==> src/sv/mcc_pkg.sv <==
// ----------------------------------------------------------------------------
// mcc_pkg: shared types, codes and code tables of the Morse codec
// Holds the dot/dash table for A-Z and 0-9, the command format that the front
// end hands to the back end, and the action and command kind codes.
// ----------------------------------------------------------------------------
package mcc_pkg;

  localparam int SYM_COUNT   = 36;
  localparam int MAX_TOKEN   = 6;
  localparam int QUEUE_DEPTH = 4;
  localparam int QPTR_W      = $clog2(QUEUE_DEPTH);

  // input actions
  localparam logic [1:0] ACT_ENC = 2'd0;
  localparam logic [1:0] ACT_DEC = 2'd1;
  localparam logic [1:0] ACT_END = 2'd2;

  // command kinds
  localparam logic [1:0] KIND_CHAR  = 2'd0;  // one byte, last
  localparam logic [1:0] KIND_CODE  = 2'd1;  // dots/dashes then a space
  localparam logic [1:0] KIND_SLASH = 2'd2;  // slash then a space

  localparam logic [7:0] CH_DOT   = 8'h2E;
  localparam logic [7:0] CH_DASH  = 8'h2D;
  localparam logic [7:0] CH_SLASH = 8'h2F;
  localparam logic [7:0] CH_SPACE = 8'h20;
  localparam logic [7:0] CH_UA    = 8'h41;
  localparam logic [7:0] CH_UZ    = 8'h5A;
  localparam logic [7:0] CH_LA    = 8'h61;
  localparam logic [7:0] CH_LZ    = 8'h7A;
  localparam logic [7:0] CH_D0    = 8'h30;
  localparam logic [7:0] CH_D9    = 8'h39;
  localparam logic [7:0] CH_TAB   = 8'h09;
  localparam logic [7:0] CH_CR    = 8'h0D;

  typedef struct packed {
    logic [2:0] len;
    logic [4:0] pat;  // bit i set: symbol i is a dash
  } code_t;

  typedef struct packed {
    logic [1:0] kind;
    code_t      code;
    logic [7:0] ch;
  } mcc_cmd_t;

  function automatic code_t code_entry(input logic [5:0] idx);
    code_t c;
    unique case (idx)
      6'd0:  c = '{3'd2, 5'b00010};  // A
      6'd1:  c = '{3'd4, 5'b00001};  // B
      6'd2:  c = '{3'd4, 5'b00101};  // C
      6'd3:  c = '{3'd3, 5'b00001};  // D
      6'd4:  c = '{3'd1, 5'b00000};  // E
      6'd5:  c = '{3'd4, 5'b00100};  // F
      6'd6:  c = '{3'd3, 5'b00011};  // G
      6'd7:  c = '{3'd4, 5'b00000};  // H
      6'd8:  c = '{3'd2, 5'b00000};  // I
      6'd9:  c = '{3'd4, 5'b01110};  // J
      6'd10: c = '{3'd3, 5'b00101};  // K
      6'd11: c = '{3'd4, 5'b00010};  // L
      6'd12: c = '{3'd2, 5'b00011};  // M
      6'd13: c = '{3'd2, 5'b00001};  // N
      6'd14: c = '{3'd3, 5'b00111};  // O
      6'd15: c = '{3'd4, 5'b00110};  // P
      6'd16: c = '{3'd4, 5'b01011};  // Q
      6'd17: c = '{3'd3, 5'b00010};  // R
      6'd18: c = '{3'd3, 5'b00000};  // S
      6'd19: c = '{3'd1, 5'b00001};  // T
      6'd20: c = '{3'd3, 5'b00100};  // U
      6'd21: c = '{3'd4, 5'b01000};  // V
      6'd22: c = '{3'd3, 5'b00110};  // W
      6'd23: c = '{3'd4, 5'b01001};  // X
      6'd24: c = '{3'd4, 5'b01101};  // Y
      6'd25: c = '{3'd4, 5'b00011};  // Z
      6'd26: c = '{3'd5, 5'b11111};  // 0
      6'd27: c = '{3'd5, 5'b11110};  // 1
      6'd28: c = '{3'd5, 5'b11100};  // 2
      6'd29: c = '{3'd5, 5'b11000};  // 3
      6'd30: c = '{3'd5, 5'b10000};  // 4
      6'd31: c = '{3'd5, 5'b00000};  // 5
      6'd32: c = '{3'd5, 5'b00001};  // 6
      6'd33: c = '{3'd5, 5'b00011};  // 7
      6'd34: c = '{3'd5, 5'b00111};  // 8
      6'd35: c = '{3'd5, 5'b01111};  // 9
      default: c = '{3'd0, 5'b00000};
    endcase
    return c;
  endfunction

  function automatic logic [7:0] sym_char(input logic [5:0] idx);
    logic [7:0] r;
    if (idx < 6'd26) r = CH_UA + {2'b00, idx};
    else             r = CH_D0 + {2'b00, idx - 6'd26};
    return r;
  endfunction

endpackage

==> src/sv/mcc_front.sv <==
// ----------------------------------------------------------------------------
// mcc_front: input side of the Morse codec
// Accepts items, looks up codes to encode, gathers decode tokens and pushes
// one command per producing item into the queue.
// ----------------------------------------------------------------------------
module mcc_front (
  input  logic             clk,
  input  logic             rst_n,
  input  logic             in_valid,
  output logic             in_stall,
  input  logic [1:0]       in_action,
  input  logic [7:0]       in_char_code,
  input  logic             q_full,
  output logic             q_push,
  output mcc_pkg::mcc_cmd_t q_cmd
);
  import mcc_pkg::*;

  logic [2:0] tok_len_r, tok_len_nxt;
  logic [4:0] tok_pat_r, tok_pat_nxt;
  logic       tok_other_r, tok_other_nxt;
  logic       tok_slash_r, tok_slash_nxt;

  logic       accept;
  logic [7:0] c_fold;
  logic       is_ws;
  logic       do_close;
  logic       found;
  logic [5:0] match_idx;

  assign in_stall = q_full;
  assign accept   = in_valid && !q_full;
  assign c_fold   = (in_char_code >= CH_LA && in_char_code <= CH_LZ) ?
                    in_char_code - 8'd32 : in_char_code;
  assign is_ws    = (in_char_code == CH_SPACE) ||
                    (in_char_code >= CH_TAB && in_char_code <= CH_CR);
  assign do_close = (in_action == ACT_END) || (in_action == ACT_DEC && is_ws);

  // match the pending token against the whole table at once
  always_comb begin
    code_t e;
    found     = 1'b0;
    match_idx = '0;
    for (int i = 0; i < SYM_COUNT; i++) begin
      e = code_entry(6'(i));
      if (e.len == tok_len_r && e.pat == tok_pat_r) begin
        found     = 1'b1;
        match_idx = 6'(i);
      end
    end
  end

  always_comb begin
    tok_len_nxt   = tok_len_r;
    tok_pat_nxt   = tok_pat_r;
    tok_other_nxt = tok_other_r;
    tok_slash_nxt = tok_slash_r;
    q_push        = 1'b0;
    q_cmd         = '{kind: KIND_CHAR, code: '{3'd0, 5'd0}, ch: CH_SPACE};
    if (accept) begin
      if (in_action == ACT_ENC) begin
        if (c_fold >= CH_UA && c_fold <= CH_UZ) begin
          q_push     = 1'b1;
          q_cmd.kind = KIND_CODE;
          q_cmd.code = code_entry(6'(c_fold - CH_UA));
        end else if (c_fold >= CH_D0 && c_fold <= CH_D9) begin
          q_push     = 1'b1;
          q_cmd.kind = KIND_CODE;
          q_cmd.code = code_entry(6'(c_fold - CH_D0) + 6'd26);
        end else if (c_fold == CH_SPACE) begin
          q_push     = 1'b1;
          q_cmd.kind = KIND_SLASH;
        end
      end else if (do_close) begin
        if (!tok_other_r && tok_len_r != 3'd0) begin
          if (tok_slash_r) begin
            q_push = (tok_len_r == 3'd1);
          end else if (tok_len_r < 3'(MAX_TOKEN)) begin
            q_push   = found;
            q_cmd.ch = sym_char(match_idx);
          end
        end
        tok_len_nxt   = '0;
        tok_pat_nxt   = '0;
        tok_other_nxt = 1'b0;
        tok_slash_nxt = 1'b0;
      end else if (in_action == ACT_DEC) begin
        priority if (in_char_code == CH_SLASH) begin
          if (tok_len_r == 3'd0) tok_slash_nxt = 1'b1;
          else                   tok_other_nxt = 1'b1;
        end else if (in_char_code == CH_DASH) begin
          if (tok_len_r < 3'd5) tok_pat_nxt = tok_pat_r | (5'd1 << tok_len_r);
        end else if (in_char_code != CH_DOT) begin
          tok_other_nxt = 1'b1;
        end
        if (tok_len_r < 3'(MAX_TOKEN)) tok_len_nxt = tok_len_r + 3'd1;
      end
    end
  end

  always_ff @(posedge clk) begin
    if (!rst_n) begin
      tok_len_r   <= '0;
      tok_pat_r   <= '0;
      tok_other_r <= 1'b0;
      tok_slash_r <= 1'b0;
    end else begin
      tok_len_r   <= tok_len_nxt;
      tok_pat_r   <= tok_pat_nxt;
      tok_other_r <= tok_other_nxt;
      tok_slash_r <= tok_slash_nxt;
    end
  end

endmodule

==> src/sv/mcc_queue.sv <==
// ----------------------------------------------------------------------------
// mcc_queue: command queue between front and back end
// Small first-in first-out buffer of commands; head is shown combinationally.
// ----------------------------------------------------------------------------
module mcc_queue (
  input  logic              clk,
  input  logic              rst_n,
  input  logic              push,
  input  mcc_pkg::mcc_cmd_t push_cmd,
  input  logic              pop,
  output mcc_pkg::mcc_cmd_t head_cmd,
  output logic              empty,
  output logic              full
);
  import mcc_pkg::*;

  mcc_cmd_t          slot_r [QUEUE_DEPTH];
  logic [QPTR_W-1:0] wr_ptr_r, rd_ptr_r;
  logic [QPTR_W:0]   count_r;

  assign empty    = (count_r == '0);
  assign full     = (count_r == (QPTR_W+1)'(QUEUE_DEPTH));
  assign head_cmd = slot_r[rd_ptr_r];

  always_ff @(posedge clk) begin
    if (push) slot_r[wr_ptr_r] <= push_cmd;
  end

  always_ff @(posedge clk) begin
    if (!rst_n) begin
      wr_ptr_r <= '0;
      rd_ptr_r <= '0;
      count_r  <= '0;
    end else begin
      if (push) wr_ptr_r <= wr_ptr_r + QPTR_W'(1);
      if (pop)  rd_ptr_r <= rd_ptr_r + QPTR_W'(1);
      if (push && !pop)      count_r <= count_r + (QPTR_W+1)'(1);
      else if (pop && !push) count_r <= count_r - (QPTR_W+1)'(1);
    end
  end

`ifndef SYNTHESIS
  a_no_push_full: assert property (@(posedge clk) disable iff (!rst_n)
    !(push && full))
    else $error("queue overflow");
  a_no_pop_empty: assert property (@(posedge clk) disable iff (!rst_n)
    !(pop && empty))
    else $error("queue underflow");
  a_count_step: assert property (@(posedge clk) disable iff (!rst_n)
    (push && !pop) |=> (count_r == $past(count_r) + (QPTR_W+1)'(1)))
    else $error("queue count lost a push");
`endif

endmodule

==> src/sv/mcc_back.sv <==
// ----------------------------------------------------------------------------
// mcc_back: output side of the Morse codec
// Walks the head command one byte per cycle into the output register unless stalled.
// ----------------------------------------------------------------------------
module mcc_back (
  input  logic              clk,
  input  logic              rst_n,
  input  mcc_pkg::mcc_cmd_t head_cmd,
  input  logic              q_empty,
  output logic              q_pop,
  output logic              out_valid,
  input  logic              out_stall,
  output logic [7:0]        out_char,
  output logic              out_last
);
  import mcc_pkg::*;

  logic [2:0] pos_r;
  logic       out_valid_r;
  logic [7:0] out_char_r, out_char_nxt;
  logic       out_last_r, out_last_nxt;
  logic       load;
  logic [7:0] pat_ext;

  assign out_valid = out_valid_r;
  assign out_char  = out_char_r;
  assign out_last  = out_last_r;

  assign load    = !q_empty && (!out_valid_r || !out_stall);
  assign q_pop   = load && out_last_nxt;
  assign pat_ext = {3'b000, head_cmd.code.pat};

  always_comb begin
    out_char_nxt = CH_SPACE;
    out_last_nxt = 1'b1;
    unique case (head_cmd.kind)
      KIND_CHAR: begin
        out_char_nxt = head_cmd.ch;
      end
      KIND_SLASH: begin
        if (pos_r == 3'd0) begin
          out_char_nxt = CH_SLASH;
          out_last_nxt = 1'b0;
        end
      end
      KIND_CODE: begin
        if (pos_r < head_cmd.code.len) begin
          out_char_nxt = pat_ext[pos_r] ? CH_DASH : CH_DOT;
          out_last_nxt = 1'b0;
        end
      end
      default: begin
        out_char_nxt = CH_SPACE;
      end
    endcase
  end

  always_ff @(posedge clk) begin
    if (load) begin
      out_char_r <= out_char_nxt;
      out_last_r <= out_last_nxt;
    end
  end

  always_ff @(posedge clk) begin
    if (!rst_n) begin
      pos_r       <= '0;
      out_valid_r <= 1'b0;
    end else begin
      if (load) begin
        out_valid_r <= 1'b1;
        pos_r       <= out_last_nxt ? 3'd0 : pos_r + 3'd1;
      end else if (!out_stall) begin
        out_valid_r <= 1'b0;
      end
    end
  end

`ifndef SYNTHESIS
  a_pos_range: assert property (@(posedge clk) disable iff (!rst_n)
    pos_r <= 3'd5)
    else $error("symbol position out of range");
  a_char_first: assert property (@(posedge clk) disable iff (!rst_n)
    (!q_empty && head_cmd.kind == KIND_CHAR) |-> (pos_r == 3'd0))
    else $error("single byte command seen mid-sequence");
`endif

endmodule

==> src/sv/morse_code_codec_top.sv <==
// ----------------------------------------------------------------------------
// morse_code_codec_top: Morse code encoder and decoder over ASCII bytes
// Encodes A-Z, a-z and 0-9 into dot/dash text and space into a slash, each with
// a trailing space, and decodes whitespace-separated dot/dash tokens into characters.
//
//   channel | ports                                  | direction
//   --------+----------------------------------------+-----------
//   input   | in_valid, in_stall, in_action,         | into block
//           | in_char_code                           |
//   result  | out_valid, out_stall, out_char,        | out of block
//           | out_last                               |
//
// Rate: one input transfer per cycle while the command queue has room; an
//   encoded character yields two to six result bytes, one per cycle while
//   out_stall is low, so the back end sets the sustained rate.
// Path: an accepted item is first registered in the queue; the output
//   register then loads the first result byte from the queue head unless
//   out_stall holds it.
// Reset: clears the pending decode token, empties the queue, drops out_valid.
// Stalls: in_stall rises only when the four-entry queue is full; out_stall
//   holds the output register and the walk through the head command.
// ----------------------------------------------------------------------------
module morse_code_codec_top (
  input  logic       clk,
  input  logic       rst_n,
  input  logic       in_valid,
  output logic       in_stall,
  input  logic [1:0] in_action,
  input  logic [7:0] in_char_code,
  output logic       out_valid,
  input  logic       out_stall,
  output logic [7:0] out_char,
  output logic       out_last
);
  import mcc_pkg::*;

  logic     q_push, q_pop, q_empty, q_full;
  mcc_cmd_t push_cmd, head_cmd;

  // front end: classify items, gather decode tokens, push commands
  mcc_front u_front (
    .clk          (clk),
    .rst_n        (rst_n),
    .in_valid     (in_valid),
    .in_stall     (in_stall),
    .in_action    (in_action),
    .in_char_code (in_char_code),
    .q_full       (q_full),
    .q_push       (q_push),
    .q_cmd        (push_cmd)
  );

  // decouple the two sides so that each can stall on its own
  mcc_queue u_queue (
    .clk      (clk),
    .rst_n    (rst_n),
    .push     (q_push),
    .push_cmd (push_cmd),
    .pop      (q_pop),
    .head_cmd (head_cmd),
    .empty    (q_empty),
    .full     (q_full)
  );

  // back end: advance through the head command one byte per transfer
  mcc_back u_back (
    .clk       (clk),
    .rst_n     (rst_n),
    .head_cmd  (head_cmd),
    .q_empty   (q_empty),
    .q_pop     (q_pop),
    .out_valid (out_valid),
    .out_stall (out_stall),
    .out_char  (out_char),
    .out_last  (out_last)
  );

endmodule
==> config.mk <==
export PLATFORM = sky130hd
export DESIGN_NAME = morse_code_codec_top
export DESIGN_NICKNAME = d
export VERILOG_FILES = /design/src/sv/mcc_pkg.sv /design/src/sv/mcc_front.sv /design/src/sv/mcc_queue.sv /design/src/sv/mcc_back.sv /design/src/sv/morse_code_codec_top.sv
export SDC_FILE = /design/constraint.sdc
export NUM_CORES = 1
export LEC_CHECK = 0
export BUFFER_PORTS_ARGS = -buffer_cell sky130_fd_sc_hd__buf_2
export CORE_MARGIN = 2
export CORE_UTILIZATION = 45
export DETAILED_ROUTE_END_ITERATION = 6
export GPL_ROUTABILITY_DRIVEN = 1
export PLACE_DENSITY = 0.69
export SLEW_MARGIN = 5
export SYNTH_ARGS = -nofsm -noshare
export SYNTH_HDL_FRONTEND = slang
export SYNTH_SLANG_ARGS = --single-unit
==> constraint.sdc <==
create_clock -name clk -period 5.8 [get_ports clk]
set_input_delay 1.16 -clock clk [delete_from_list [all_inputs] [get_ports clk]]
set_output_delay 1.16 -clock clk [all_outputs]
set_load 0.05 [all_outputs]
==> flow_metrics.tcl <==
set metrics [dict create \
    synth_flop_cell "edfxtp_1" \
    cts_tree "yes" \
    synthMuxAreaShare_pct 8.05 \
    ant_nets 0 \
    wirelength_mm 14.9 \
    clkPwrFrac_pct 26.8 \
    power.density_nw_per_um2 285 \
    synthTopCellsByArea "edfxtp_1 (35%), ha_1 (7.3%), dfxtp_1 (6.7%)" \
    cts_hold_buf 0 \
    io_buffers 24 \
    crit_required_ns 6.07 \
    cap_violations 0 \
    status "completed" \
    postPlaceCellArea_um2 7070 \
    rsz0062_at_grt "no" \
    p_int_uw 1380 \
    post_cts_buffers 0 \
    crit_path_max_fanout 18 \
    synth_seq_area_share_pct 42.1 \
    wire_per_inst_um 17.2 \
    die_area_um2 16300 \
    core_um2 15000 \
    die_h_um 128 \
    yosys_warnings 0 \
    cts_root_buf "clkbuf_16" \
    dr.pass1.iters 5 \
    synth_top_area_share_pct 35.4 \
    max_freq_ghz 0.209 \
    post_cts_resized 0 \
    ys_async_sr_fraction_pct 0 \
    drc 0 \
    fin_skew_ns 0.00806 \
    period_share_pct 82.5 \
    synthSimpleGateAreaFrac_pct 18.0 \
    setup_viol 0 \
    numCtsBuffers 9 \
    hp-class "flip-flop to flip-flop" \
    grt_antenna_before_repair 0 \
    p_sw_uw 721 \
    fin_tns_setup_ns 0 \
    final_area_um2 7350 \
    synth_top_area_cell "edfxtp_1" \
    start_util_pct 45.7 \
    viasPerCell 6.02 \
    clock_latency_ns 0.34 \
    tightest_slew_ns 1.14 \
    synth_cell_type_count 82 \
    clock_path_buffers 2 \
    power_uw 2100 \
    cp-end-kind "flip-flop" \
    clock-sinks 104 \
    synth_area_per_cell_um2 10.3 \
    dr.first_iter.drc_count 475 \
    p_leak_uw 0.00262 \
    place_congestion 0.945 \
    synth_top_family_by_area "simple AND/OR/NAND/NOR gates" \
    slew-limit-headroom_pct 23.6 \
    syn-instance-count 669 \
    cp_data_arrival_time_ns 5.05 \
    ys_ff_latch 104 \
    insertedDiodeCount 0 \
    max-vdd-ir-drop_v 0.000147 \
    cts-htree-levels 3 \
    syn-cell-area_um2 6870 \
    synthAdderAreaFrac_pct 7.57 \
    synth_edf_count 81 \
    grt_pass1_wl_mm 25.5 \
    grt.total_usage_pct 19.2 \
    synth_compound_area_share_pct 16.5 \
    nets 725 \
    grt_max_degree 34 \
    hold_viol_final 0 \
    combPwrFrac_pct 29.8 \
    swShare_pct 34.4 \
    grt.overflow.total 0 \
    synth_xor_area_share_pct 2.66 \
    seqPwrFrac_pct 43.5 \
    num_rows 45 \
    final.min_clock_period_ns 4.79 \
    final_cells 863 \
    die_w_um 128 \
    grt_pass1_vias 5115 \
    criticalPathCategory "primary input to flip-flop" \
    cp-start-kind "primary input" \
    hpwl_mm 10.8 \
    ios 25 \
    placed_cells 847 \
    drive_gt1_share_pct 13.2 \
    areaGrowthSynthToFinish_pct 7.01 \
    clk_pin_slew_ns 0.07 \
    vias 5199 \
    drv_slew 0 \
]
==> registers in the layout, indices dropped and copies added, names as in the netlist, named ones only <==
| signal | cells |
|---|---|
| u_front.tok_other_r | 1 |
| u_back.out_char | 8 |
| u_front.tok_pat_r | 5 |
| u_queue.slot_r | 72 |
| u_front.tok_len_r | 3 |
| u_queue.count_r | 3 |
| u_queue.wr_ptr_r | 2 |
| u_queue.rd_ptr_r | 2 |
| u_back.out_last | 1 |
| u_front.tok_slash_r | 1 |
| u_back.out_valid | 1 |
| u_back.pos_r | 3 |
==> final timing paths <==
path,start,endpoint,slack [ns],cells past startpoint
worst min-delay path,u_back.out_valid$_SDFFE_PN0P_,u_back.out_valid$_SDFFE_PN0P_,0.48,2
worst max register to register,u_front.tok_pat_r[3]$_SDFFE_PN0P_,u_queue.count_r[2]$_SDFFE_PN0P_,1.82,12
worst max-delay path,in_char_code[0],u_queue.count_r[2]$_SDFFE_PN0P_,1.01,15
worst min register to register,u_back.out_valid$_SDFFE_PN0P_,u_back.out_valid$_SDFFE_PN0P_,0.48,2
==> area by class of cell <==
type | count | area [um^2]
Clock buffer | 9 | 225
Clock inverter | 7 | 53.8
Fill cell | 1339 | 7680
Inverter | 36 | 135
Multi-Input combinational cell | 488 | 3640
Sequential cell | 104 | 2890
Tap cell | 188 | 235
Timing Repair Buffer | 31 | 173
==> cells in the mapped netlist, types with 12 or more instances <==
cell       n
nor2_1    46
xnor2_1   12
buf_2     17
and2_1    15
nand2b_1  13
o21ai_0   32
nand2_1   53
dfxtp_1   23
nor3_1    17
ha_1      40
inv_1     34
mux4_2    20
nor2b_1   14
nand3_1   14
o22ai_1   13
edfxtp_1  81
clkbuf_1  20
a21oi_1   41
==> cells in the final DEF, fill, tap and decap left out, types with 13 or more instances in the layout <==
master     n
a21oi_1   41
nor2b_1   14
dfxtp_1   23
buf_2     24
ha_1      40
nand3_1   14
and2_1    15
nor2_1    46
edfxtp_1  81
o21ai_0   32
inv_1     34
nand2b_1  13
nor3_1    17
mux4_2    20
o22ai_1   13
nand2_1   53
==> through the flow <==
step | hold slack [ns] | utilization (%) | setup slack [ns]
after detailed placement | 0.480 | 47.1 | 0.703
final | 0.485 | 48.9 | 1.01
after global routing | 0.530 | 48.9 | 0.637
after CTS | 0.489 | 48.9 | 1.03
after floorplan | 0.468 | - | 1.32
after global placement | 0.469 | 47.1 | 0.901
==> routing by layer <==
layer	vias up	track usage (%)	part of all wire (%)
met5	-	0	0
met4	0	3.94	0.91
met3	18	3.48	5.1
met2	188	32.7	49
met1	2503	26.0	45
li1	2490	-	-
==> power by group through the flow <==
stage / logic [uW] / clock network, uW / registers (uW)
after floorplan: 374 / 0 / 1040
after global placement: 607 / 0 / 927
after detailed placement: 619 / 0 / 930
after CTS: 624 / 578 / 914
after global routing: 683 / 609 / 923
final: 624 / 561 / 912
==> cell families after synthesis <==
kind of cell,after synthesis
AO/OA/AOI/OAI,166
multiplexers,30
buffers and inverters,80
XOR/XNOR,20
AND/OR/NAND/NOR,227
adder cells (fa/ha/maj),41
other,1
flip-flops,104
==> critical path, stage by stage <==
cell and delay [ns]:
buf_2 0.28, clkinv_1 0.37, ha_1 0.40, nor3b_2 0.21
or3b_1 0.22, o2111ai_1 0.20, and2_1 0.21, a31o_2 0.27
a211oi_4 0.36, ha_1 0.25, inv_1 0.07, fa_1 0.39
xor2_1 0.18, or3_1 0.32, a21boi_0 0.16
Note: power is estimated with default switching activity, not from simulation.
